**config.mk**
```make
export PLATFORM = sky130hd
export DESIGN_NAME = mmwp_div
export DESIGN_NICKNAME = d
export VERILOG_FILES = /design/src/rtl/mmwp_pkg.sv /design/src/rtl/mmwp_div.sv
export SDC_FILE = /design/constraint.sdc
export NUM_CORES = 1
export LEC_CHECK = 0
export BUFFER_PORTS_ARGS = -buffer_cell sky130_fd_sc_hd__buf_2
export CORE_MARGIN = 5
export CORE_UTILIZATION = 57
export CTS_BUF_LIST = sky130_fd_sc_hd__clkbuf_2 sky130_fd_sc_hd__clkbuf_4 sky130_fd_sc_hd__clkbuf_8
export DETAILED_ROUTE_END_ITERATION = 7
export HOLD_SLACK_MARGIN = 0.15
export PLACE_DENSITY_LB_ADDON = 0.08
export SYNTH_ARGS = -nofsm -noshare
export SYNTH_HDL_FRONTEND = slang
export SYNTH_SLANG_ARGS = --single-unit
export TNS_END_PERCENT = 100
```
**constraint.sdc**
```tcl
create_clock -name clk -period 3.4 [get_ports clk]
set_input_delay 0.68 -clock clk [delete_from_list [all_inputs] [get_ports clk]]
set_output_delay 0.68 -clock clk [all_outputs]
set_load 0.01 [all_outputs]
```
**src/rtl/mmwp_pkg.sv**
```systemverilog
`default_nettype none

package mmwp_pkg;

    // Fixed sizes of the datapath.
    localparam int WHEELS        = 4;
    localparam int FRAC_BITS_DEF = 16;
    localparam int TICK_FRAC     = 16;
    localparam int OP_W          = 35;
    localparam int PROD_W        = 2 * OP_W;
    localparam int NUM_W         = 66;
    localparam int DEN_W         = 34;
    localparam int CFG_IDX_W     = 3;

    // Configuration register indexes.
    localparam logic [CFG_IDX_W-1:0] CFG_STICK_SCALE  = 3'd0;
    localparam logic [CFG_IDX_W-1:0] CFG_PROP_GAIN    = 3'd1;
    localparam logic [CFG_IDX_W-1:0] CFG_INT_GAIN     = 3'd2;
    localparam logic [CFG_IDX_W-1:0] CFG_DERIV_GAIN   = 3'd3;
    localparam logic [CFG_IDX_W-1:0] CFG_MEAS_GAIN    = 3'd4;
    localparam logic [CFG_IDX_W-1:0] CFG_FILTER_COEF  = 3'd5;
    localparam logic [CFG_IDX_W-1:0] CFG_DERIV_BLEND  = 3'd6;
    localparam logic [CFG_IDX_W-1:0] CFG_TICK_PERIOD  = 3'd7;

    localparam logic signed [PROD_W-1:0] S32_MAX = PROD_W'(64'sh7fffffff);
    localparam logic signed [PROD_W-1:0] S32_MIN = -S32_MAX - PROD_W'(1);

    // Saturate a wide signed value to signed 32 bits.
    function automatic logic signed [31:0] sat32(input logic signed [PROD_W-1:0] x);
        logic signed [31:0] y;
        if (x > S32_MAX)
        begin
            y = 32'sh7fffffff;
        end
        else if (x < S32_MIN)
        begin
            y = 32'sh80000000;
        end
        else
        begin
            y = x[31:0];
        end
        return y;
    endfunction

endpackage

`default_nettype wire

```
**src/rtl/mmwp_div.sv**
```systemverilog
`default_nettype none

module mmwp_div (
    input  wire logic                      clk,
    input  wire logic                      rst_n,
    input  wire logic                      start,
    input  wire logic [mmwp_pkg::NUM_W-1:0] num,
    input  wire logic [mmwp_pkg::DEN_W-1:0] den,
    output logic                           done,
    output logic [mmwp_pkg::NUM_W-1:0]      quo
);
    import mmwp_pkg::*;

    localparam int CNT_W = $clog2(NUM_W + 1);

    logic                 busy_reg, busy_next;
    logic                 done_reg, done_next;
    logic [CNT_W-1:0]     cnt_reg, cnt_next;
    logic [DEN_W-1:0]     rem_reg, rem_next;
    logic [DEN_W-1:0]     den_reg, den_next;
    logic [NUM_W-1:0]     quo_reg, quo_next;
    logic [DEN_W:0]       shifted;
    logic [DEN_W:0]       trial;

    // One quotient bit per cycle, restoring form.
    always_comb
    begin
        busy_next = busy_reg;
        done_next = 1'b0;
        cnt_next  = cnt_reg;
        rem_next  = rem_reg;
        den_next  = den_reg;
        quo_next  = quo_reg;
        shifted   = {rem_reg, quo_reg[NUM_W-1]};
        trial     = shifted - {1'b0, den_reg};
        if (start)
        begin
            busy_next = 1'b1;
            cnt_next  = CNT_W'(NUM_W);
            rem_next  = '0;
            den_next  = den;
            quo_next  = num;
        end
        else if (busy_reg)
        begin
            if (shifted >= {1'b0, den_reg})
            begin
                rem_next = trial[DEN_W-1:0];
                quo_next = {quo_reg[NUM_W-2:0], 1'b1};
            end
            else
            begin
                rem_next = shifted[DEN_W-1:0];
                quo_next = {quo_reg[NUM_W-2:0], 1'b0};
            end
            cnt_next = cnt_reg - CNT_W'(1);
            if (cnt_reg == CNT_W'(1))
            begin
                busy_next = 1'b0;
                done_next = 1'b1;
            end
        end
    end

    always_ff @(posedge clk or negedge rst_n)
    begin
        if (!rst_n)
        begin
            busy_reg <= 1'b0;
            done_reg <= 1'b0;
            cnt_reg  <= '0;
        end
        else
        begin
            busy_reg <= busy_next;
            done_reg <= done_next;
            cnt_reg  <= cnt_next;
        end
    end

    always_ff @(posedge clk)
    begin
        rem_reg <= rem_next;
        den_reg <= den_next;
        quo_reg <= quo_next;
    end

    assign done = done_reg;
    assign quo  = quo_reg;

endmodule

`default_nettype wire

```
==> summary.md, run 1 <==
| Metric | Value |
|---|---|
| Worst hold stages | 1 |
| CTS tree | built |
| CP max-delay cell | fa_1 |
| Initial antenna violation count | 0 |
| Detailed placer's ending HPWL | ~15 mm |
| Clk pin slew, worst setup/hold paths | approximately 0.09 ns |
| Main flop type after synthesis | edfxtp_1 |
| CTS Sinks | about 140 |
| Worst-Margin Slew | 0.634 ns |
| Max clock buf depth | 2 |
| CP max FO | 4 |
| Met3 WL | 1.47 mm |
| P_sw | 2.42 mW |
| DRC viols | 0 |
| CTS Buf Count | 17 |
| Yosys cell types | 66 |
| Layout Area Growth over Synthesis | 18.6% |
| Synth async-reset ratio | under 10% |
| Syn Inst Count | around 770 |
| Top cell type's share of synthesized area | a little under two fifths |
| Total of warnings raised by yosys | 0 |
| Ports | 170 |
| Post-synth EDFFs | 100 |
| Worst Path Buf+Inv | 3 |
| Final #Nets | ~1100 |
| Via density per instance | between 5 and 6 |
| Pin count of the biggest net entering global routing | 63 |
| Yosys top cell by area | edfxtp_1 |
| Crit path kind | flop to flop |
| Largest register FFs | 66 |
| Vias post-DR | 6736 |
| Crit. End Element | flop |
| Most common cell in the netlist | edfxtp_1 |
| Final min period | roughly 3.1 ns |
| Highest metal used | met4 |
| Setup TNS | 0 ns |
| Final GP Congestion | around 1 |
| Worst Skew | ~0.013 ns |
| Number of I/O port buffers | 169 |
| Post-Route WL | about 21 mm |
| Family with the most delay on the worst path | compound AO/OA/AOI/OAI gates |
| Switch share | 38.0% |
| P_leak | between 4 and 5 nW |
| Internal cell power | between 3 and 4 mW |
| Total grt overflow | 0 |
| Initial core utilization | 58.1% |
| Met1 Wirelength | roughly 9 mm |
| Stages on the worst setup path | 13 |
| Peak VDD IR | about 0.00045 V |
| Worst EP arrival | between 3 and 4 ns |
| Gate power share | slightly above 40% |
| WL/cell | 18.6 um |
| Crit start category | flop |
| Hold Vio Cnt, Final | 0 |
| Post-Syn Nets | ~900 |
| Commonest cells post-synth | edfxtp_1, mux2_2, nor2_1 |
| Final core occ | 69.0% |
| RSZ-0062 raised after global routing | no |
| Yosys reg bits | roughly 140 |
| Layout cell share with drive strength beyond 1 | 32.3% |
| Max-slew headroom | between 50% and 60% |
| Gr usage total | between 20% and 30% |
| CTS Root Cell | clkbuf_8 |
| Core ar. | 13900 sq um |
| Number of global-route vias before repair | between 6000 and 7000 |
| Synthesized area per cell | approximately 11 sq um |
| Final ANT Viol Nets | 0 |
| Critical Path Max Stage Delay | ~0.43 ns |
| Rows | 43 |
| Iteration-0 DRC Markers | roughly 570 |
| Most used cell along the critical path | inv_1 |
| CTS H-tree depth | 4 |
| Die width | 129 um |
| Drt pass-1 iters | 5 |
| Clock share of power | between 20% and 30% |
| Total setup buffers inserted after CTS | 0 |
| Hold Path Class | input port to flop |
| Worst-Skew Late Latency | ~0.46 ns |
| Power Dens Cells | ~670 nW/um^2 |
| Setup violations, final | 0 |
| Routed wl met2 | approximately 10 mm |
| Fmax | approximately 0.32 GHz |
| Max_cap viols | 0 |
| Die Y | between 100 and 150 um |
| Sequential power share | a little under two fifths |
| Final period util | between 90% and 100% |
| Post-synthesis sequential area ratio | between 40% and 50% |
| Diodes inserted | 0 |
| Status | completed |
| Die ar. | approximately 17000 sq um |
| Final Max Tran Viols | 0 |
| Critical path data required time | 3.76 ns |
| Post-Synthesis Cell Area | between 8000 and 9000 sq um |
| Worst Reg2Reg Path Length in Cells | 13 |
| Worst-path cell chain | inv_1, ha_1, inv_1, fa_1, a211oi_2, nor4_1, nor3_2, o41ai_1, a21oi_1, buf_4, mux2i_1, a211o_1, a311oi_1 |
| Top cells by area, synth | edfxtp_1, mux2_2, dfxtp_1, ha_1, dfrtp_1 |
| First-pass GRT wire length | between 30 and 40 mm |
worst paths after layout:
path                             start          end  slack, ns
max                            quo[65]  rem_reg[28]       0.27
min                             den[3]   den_reg[3]       0.39
max reg2reg                    quo[65]  rem_reg[28]       0.27
min reg2reg                rem_reg[14]  rem_reg[15]       0.50
max in group asynchronous        rst_n   cnt_reg[0]       2.63
min in group asynchronous        rst_n         done       0.59
per-stage QoR:
| step | instance area (sq um) | total power [mW] | worst slack, ns | std cells | hold WS [ns] |
|---|---|---|---|---|---|
| floorplan | 8070 | 4.18 | 0.388 | 767 | 0.384 |
| global placement | 9150 | 4.88 | 0.369 | 1095 | 0.458 |
| detailed placement | 9150 | 4.93 | 0.264 | 1095 | 0.490 |
| CTS | 9570 | 6.35 | 0.235 | 1128 | 0.353 |
| global route | 9570 | 6.78 | 0.0883 | 1128 | 0.349 |
| finish | 9570 | 6.37 | 0.266 | 1128 | 0.386 |
area by class of cell:
| cell class | instances | area, sq um |
|---|---|---|
| fillers | 1081 | 4310 |
| flip-flops and latches | 143 | 3910 |
| clock inverters | 13 | 150 |
| repair buffers | 194 | 1050 |
| inverters | 53 | 199 |
| clock buffers | 19 | 262 |
| well taps | 180 | 225 |
| multi-input cells | 526 | 3780 |
power groups by stage:
stage / combinational (mW) / clock [mW] / sequential (mW)
after CTS: 2.56 / 1.44 / 2.36
after global placement: 2.49 / 0 / 2.38
after global routing: 2.86 / 1.52 / 2.40
after floorplan: 1.78 / 0 / 2.40
after detailed placement: 2.54 / 0 / 2.39
final: 2.60 / 1.41 / 2.36
layer usage:
layer	track usage, %	vias to the layer above
met2	42.0	261
met5	0	-
met1	33.3	3204
met4	10.4	0
li1	-	3214
met3	6.68	57
placed cells by master (no fill, tap or decap), drive strengths merged, types with 36 or more instances in the layout:
cell,instances
buf,193
edfxtp,100
mux2,67
nor2,57
inv,57
nand2,47
a21oi,46
o21ai,46
ha,36
timing repair:
action,CTS,global route
endpoints found under the setup margin,0,3
hold buffers,1,0
hold endpoints to repair,9,0
gates resized for setup,0,1
cells by family after synthesis:
family | share of synthesized area (%)
muxes | 9.85
xor gates and xnor gates | 3.04
buffers and inverters | 4.81
and+or+nand+nor | 12.2
adders and majority gates | 5.83
AOI/OAI and AO/OA | 15.8
DFF | 48.4
No activity file was read; power rests on OpenSTA's default activity.
==> run 2: changes to the inputs <==
RECOVER_POWER = 50   (was default)
==> run 2 against run 1 <==
Net effect:
- highest routed layer unchanged
- sequential power barely moved
- the flow now finishes with violations (capacitance limit, slew limit)
- cell count stayed put
- sequential cell count is the same
- largest power group unchanged
==> summary.md, run 2 (same netlist as run 1, synthesis figures left out) <==
| Metric | Value |
|---|---|
| RSZ-0062 raised after global routing | no (unchanged) |
| Final #Nets | 1075 (unchanged) |
| P_leak | 3.90 nW (was 4.08 nW) |
| Via density per instance | 5.98 (was 5.97) |
| Iteration-0 DRC Markers | 610 (was 566) |
| Rows | 43 (unchanged) |
| Final min period | 3.18 ns (was 3.13 ns) |
| Worst Skew | 0.0151 ns (was 0.0132 ns) |
| Family with the most delay on the worst path | compound AO/OA/AOI/OAI gates (unchanged) |
| WL/cell | 18.6 um (about the same) |
| Multi-input gate area | 3780 sq um (unchanged) |
| Critical path data required time | 3.74 ns (was 3.76 ns) |
| Max clock buf depth | 2 (unchanged) |
| Initial antenna violation count | 0 (unchanged) |
| Post-Route WL | 21.0 mm (about the same) |
| Initial core utilization | 58.1% (unchanged) |
| Commonest cells after routing, fill and taps aside | buf_2, edfxtp_1, mux2_2 (unchanged) |
| CTS H-tree depth | 4 (unchanged) |
| Max_cap viols | 1 (was 0) |
| Final core occ | 68.3% (was 69.0%) |
| CTS Buf Count | 17 (unchanged) |
| DRC viols | 0 (unchanged) |
| Crit start category | flop (unchanged) |
| Hold Path Class | input port to flop (unchanged) |
| Detailed placer's ending HPWL | 15.4 mm (unchanged) |
| Worst-Margin Slew | 1.61 ns (was 0.634 ns) |
| Worst Setup SP | quo[65] (unchanged) |
| Critical Path Max Stage Delay | 0.43 ns (about the same) |
| First-pass GRT wire length | 34.1 mm (unchanged) |
| Final Max Tran Viols | 28 (was 0) |
| Ports | 170 (unchanged) |
| Post-DP Area | 9150 sq um (unchanged) |
| Max-slew headroom | -7.39% (was 57.8%) |
| CTS Root Cell | clkbuf_8 (unchanged) |
| Filler instances | 1118 (was 1081) |
| Total setup buffers inserted after CTS | 0 (unchanged) |
| Finished Layout Cells | 1128 (unchanged) |
| Setup TNS | 0 ns (unchanged) |
| Placed Cells | 1095 (unchanged) |
| Final period util | 93.4% (was 92.2%) |
| Finished Cell Area | 9480 sq um (was 9570 sq um) |
| FF+latch area | 3910 sq um (unchanged) |
| Worst-Skew Late Latency | 0.46 ns (about the same) |
| Clk pin slew, worst setup/hold paths | 0.09 ns (about the same) |
| Number of I/O port buffers | 169 (unchanged) |
| Gr usage total | 25.9% (unchanged) |
| Final ANT Viol Nets | 0 (unchanged) |
| Worst EP arrival | 3.52 ns (was 3.50 ns) |
| Diodes inserted | 0 (unchanged) |
| Total power | 6.35 mW (was 6.37 mW) |
| Reg2Reg Launch Point | quo[65] (unchanged) |
| HP Start | den[16] (was den[3]) |
| Total grt overflow | 0 (unchanged) |
| CP max-delay cell | fa_1 (unchanged) |
| CTS Sinks | 143 (unchanged) |
| Setup violations, final | 0 (unchanged) |
| Crit path kind | flop to flop (unchanged) |
| Fmax | 0.315 GHz (was 0.319 GHz) |
| Die width | 129 um (unchanged) |
| Number of global-route vias before repair | 6945 (unchanged) |
| Power Dens Cells | 670 nW/um^2 (was 665 nW/um^2) |
| Die Y | 129 um (unchanged) |
| CTS tree | built (unchanged) |
| Worst Path Buf+Inv | 3 (unchanged) |
| Final GP Congestion | 0.995 (unchanged) |
| Layout Area Growth over Synthesis | 17.5% (was 18.6%) |
| Worst-path cell chain | inv_1, ha_1, inv_1, fa_1, a211oi_2, nor4_1, nor3_2, o41ai_1, a21oi_1, buf_4, mux2i_1, a211o_1, a311oi_1 (unchanged) |
| Most used cell along the critical path | inv_1 (unchanged) |
| Status | complete, but fails checks (was completed) |
| Failing checks | capacitance limit, slew limit |
| Layout cell share with drive strength beyond 1 | 25.6% (was 32.3%) |
| Die ar. | 16600 sq um (unchanged) |
| Commonest non-fill, non-tap cell in the layout | buf_2 (unchanged) |
| Drt pass-1 iters | 5 (unchanged) |
| Pin count of the biggest net entering global routing | 63 (unchanged) |
| Core ar. | 13900 sq um (unchanged) |
| Largest register FFs | 66 (unchanged) |
| Peak VDD IR | 0.000444 V (was 0.000445 V) |
| CP max FO | 4 (unchanged) |
| Crit. End Element | flop (unchanged) |
| Vias post-DR | 6750 (was 6736) |
| Hold Vio Cnt, Final | 0 (unchanged) |
run 2: report_power, final:
group | total, mW | internal, mW | switching [mW] | leakage (nW)
clock network | 1.41 | 0.705 | 0.707 | 0.209
registers | 2.36 | 2.17 | 0.194 | 1.42
logic | 2.58 | 1.05 | 1.53 | 2.27
run 2: timing repair:
item,CTS,global route
hold buffers,1,0
gates resized for setup,0,1
endpoints found under the setup margin,0,3
endpoints found under the hold margin,9,0
run 2: metrics by stage:
stage,setup WS (ns),hold WS (ns)
5_1_grt,0.0747,0.349
4_1_cts,0.235,0.353
6_report,0.224,0.384
3_3_place_gp,0.369,0.458
2_1_floorplan,0.388,0.384
3_5_place_dp,0.264,0.490
run 2: layout make-up:
cell class | instances | share of cell area (%)
flip-flops and latches | 143 | 41.2
multi-input cells | 526 | 39.8
repair buffers | 194 | 10.1
clock buffers | 19 | 2.76
well taps | 180 | 2.37
inverters | 53 | 2.10
clock inverters | 13 | 1.58
run 2: worst paths after layout:
| path | to | slack, ns | depth (start not counted) |
|---|---|---|---|
| setup / recovery | rem_reg[28] | 0.22 | 13 |
| hold / removal | den_reg[16] | 0.38 | 1 |
| setup reg to reg | rem_reg[28] | 0.22 | 13 |
| hold reg to reg | rem_reg[15] | 0.49 | 2 |
| max in group asynchronous | busy_reg | 2.39 | 2 |
| min in group asynchronous | cnt_reg[5] | 0.68 | 2 |
run 2: routing by layer:
layer,vias up,part of all wire [%],global-route usage [%]
met5,-,0,0
met4,0,2.8,10.4
li1,3218,-,-
met2,286,48,42.0
met1,3188,42,33.3
met3,58,7.0,6.68
==> run 3: changes to the inputs <==
CORE_UTILIZATION = 52   (was 57)
clock period = 2.75 ns   (was 3.4 ns; I/O delays follow)
==> run 3 against run 2 <==
Net effect:
- the run ends with setup timing left
- non-clock buffer count up 79
- setup slack got worse by 0.35 ns
- routed wire length is 11% higher
- clock power grew 14%
- cell area increased by 13%
- highest routed layer unchanged
- die area grew 8.9%
- worst hold slack got worse by 0.13 ns
- critical path depth is 1 higher
- first-iteration DRC count shrank 27%
==> summary.md, run 3 (same netlist as run 1, synthesis figures left out) <==
| Metric | Value |
|---|---|
| Total grt overflow | 0 (unchanged) |
| Crit path kind | flop to flop (unchanged) |
| Worst Skew | 0.0182 ns (was 0.0151 ns) |
| Worst-path cell chain | inv_2, ha_4, buf_6, nand2_4, o21ai_2, nor2_2, a211o_1, a211o_1, buf_6, a211oi_4, buf_4, nor2_2, buf_6, a311oi_4 (was inv_1, ha_1, inv_1, fa_1, a211oi_2, nor4_1, nor3_2, o41ai_1, a21oi_1, buf_4, mux2i_1, a211o_1, a311oi_1) |
| CTS Sinks | 143 (unchanged) |
| Via density per instance | 5.86 (was 5.98) |
| Final #Nets | 1154 (was 1075) |
| Die ar. | 18100 sq um (was 16600 sq um) |
| Die Y | 135 um (was 129 um) |
| RSZ-0062 raised after global routing | yes (was no) |
| Iteration-0 DRC Markers | 447 (was 610) |
| CTS Buf Count | 17 (unchanged) |
| Commonest cells after routing, fill and taps aside | buf_2, edfxtp_1, buf_4 (was buf_2, edfxtp_1, mux2_2) |
| Number of global-route vias before repair | 7197 (was 6945) |
| Final ANT Viol Nets | 0 (unchanged) |
| CTS tree | built (unchanged) |
| Setup WS pre-CTS | -0.143 ns (was 0.264 ns) |
| Max-slew headroom | 57.2% (was -7.39%) |
| CTS Root Cell | clkbuf_8 (unchanged) |
| Diodes inserted | 0 (unchanged) |
| Critical Path Max Stage Delay | 0.34 ns (was 0.43 ns) |
| Rows | 45 (was 43) |
| Initial antenna violation count | 0 (unchanged) |
| Final Max Tran Viols | 0 (was 28) |
| Final min period | 2.87 ns (was 3.18 ns) |
| Number of I/O port buffers | 169 (unchanged) |
| Layout Area Growth over Synthesis | 32.4% (was 17.5%) |
| CP max-delay cell | edfxtp_1 (was fa_1) |
| Final GP Congestion | 0.912 (was 0.995) |
| WL/cell | 19.2 um (was 18.6 um) |
| Hold Path Class | input port to flop (unchanged) |
| Clk pin slew, worst setup/hold paths | 0.09 ns (about the same) |
| Family with the most delay on the worst path | compound AO/OA/AOI/OAI gates (unchanged) |
| Setup violations, final | 29 (was 0) |
| Status | complete, but fails checks (unchanged) |
| P_leak | 4.51 nW (was 3.90 nW) |
| Critical path data required time | 3.13 ns (was 3.74 ns) |
| Drt pass-1 iters | 5 (unchanged) |
| DRC viols | 0 (unchanged) |
| FF+latch area | 3910 sq um (unchanged) |
| Multi-input gate area | 4250 sq um (was 3780 sq um) |
| Crit start category | flop (unchanged) |
| Crit. End Element | flop (unchanged) |
| Filler instances | 1143 (was 1118) |
| Final worst slack | -0.123 ns (was 0.224 ns) |
| Die width | 135 um (was 129 um) |
| Largest register FFs | 66 (unchanged) |
| Worst-Margin Slew | 0.642 ns (was 1.61 ns) |
| Worst-Skew Late Latency | 0.47 ns (was 0.46 ns) |
| Power Dens Cells | 824 nW/um^2 (was 670 nW/um^2) |
| Final period util | 104% (was 93.4%) |
| Initial core utilization | 53.1% (was 58.1%) |
| Peak VDD IR | 0.000408 V (was 0.000444 V) |
| Fmax | 0.348 GHz (was 0.315 GHz) |
| Layout cell share with drive strength beyond 1 | 43.0% (was 25.6%) |
| Failing checks | setup timing (was capacitance limit, slew limit) |
| Detailed placer's ending HPWL | 16.4 mm (was 15.4 mm) |
| Worst Path Buf+Inv | 5 (was 3) |
| Post-Route WL | 23.3 mm (was 21.0 mm) |
| Pin count of the biggest net entering global routing | 102 (was 63) |
| Vias post-DR | 7113 (was 6750) |
| Post-DP Area | 9720 sq um (was 9150 sq um) |
| Core ar. | 15200 sq um (was 13900 sq um) |
| CTS H-tree depth | 4 (unchanged) |
| Max clock buf depth | 2 (unchanged) |
| Worst EP arrival | 3.25 ns (was 3.52 ns) |
| Commonest non-fill, non-tap cell in the layout | buf_2 (unchanged) |
| Most used cell along the critical path | buf_6 (was inv_1) |
| Gr usage total | 25.6% (was 25.9%) |
| Max_cap viols | 0 (was 1) |
| CP max FO | 4 (unchanged) |
| First-pass GRT wire length | 36.7 mm (was 34.1 mm) |
| Ports | 170 (unchanged) |
| Finished Cell Area | 10700 sq um (was 9480 sq um) |
| Hold Vio Cnt, Final | 0 (unchanged) |
==> run 3: stage by stage <==
step                hold WS [ns]  instances  util (%)  setup TNS (ns)  total power, mW
global placement           0.401       1173      63.9          -0.878             6.57
global route               0.219       1214      70.3           -5.20             9.34
detailed placement         0.408       1173      63.9           -2.39             6.64
finish                     0.250       1214      70.3           -1.18             8.80
floorplan                  0.254        767         -         -0.0549             5.17
CTS                        0.219       1209      67.8          -0.431             8.42
==> run 3: worst paths after layout <==
kind / from / endpoint / slack (ns) / depth (start not counted)
worst max-delay path: den_reg[9] / rem_reg[7] / -0.12 / 14
worst min-delay path: den[19] / den_reg[19] / 0.25 / 1
worst max register to register: den_reg[9] / rem_reg[7] / -0.12 / 14
worst min register to register: rem_reg[33] / rem_reg[33] / 0.48 / 2
max in group asynchronous: rst_n / cnt_reg[1] / 1.87 / 2
min in group asynchronous: rst_n / done / 0.55 / 2
==> run 3: what timing repair did <==
item | in CTS | in global routing
pin swaps | 10 | 35
cloned | 1 | 1
buffers inserted | 3 | 4
setup endpoints to repair | 33 | 35
hold buffers | 1 | 0
resized for setup | 34 | 58
hold endpoints to repair | 9 | 0
==> run 3: area by class of cell <==
class                   instances  area share (%)
multi-input cells             526            39.8
flip-flops and latches        143            36.6
repair buffers                273            16.2
clock inverters                12            1.04
clock buffers                  19            2.33
inverters                      53            1.90
well taps                     188            2.20
==> run 3: layer usage <==
layer / up-vias / global-route usage (%) / routed length [um]
met5: - / 0 / 0
met4: 0 / 10.1 / 698
met3: 52 / 8.12 / 1970
met2: 287 / 41.1 / 11100
met1: 3399 / 32.3 / 9570
li1: 3375 / - / -
==> run 3: power by group <==
part | leakage, nW | internal [mW] | switching (mW)
registers | 1.42 | 2.68 | 0.263
clock network | 0.183 | 0.736 | 0.871
logic | 2.91 | 1.98 | 2.27
total | 4.51 | 5.40 | 3.41
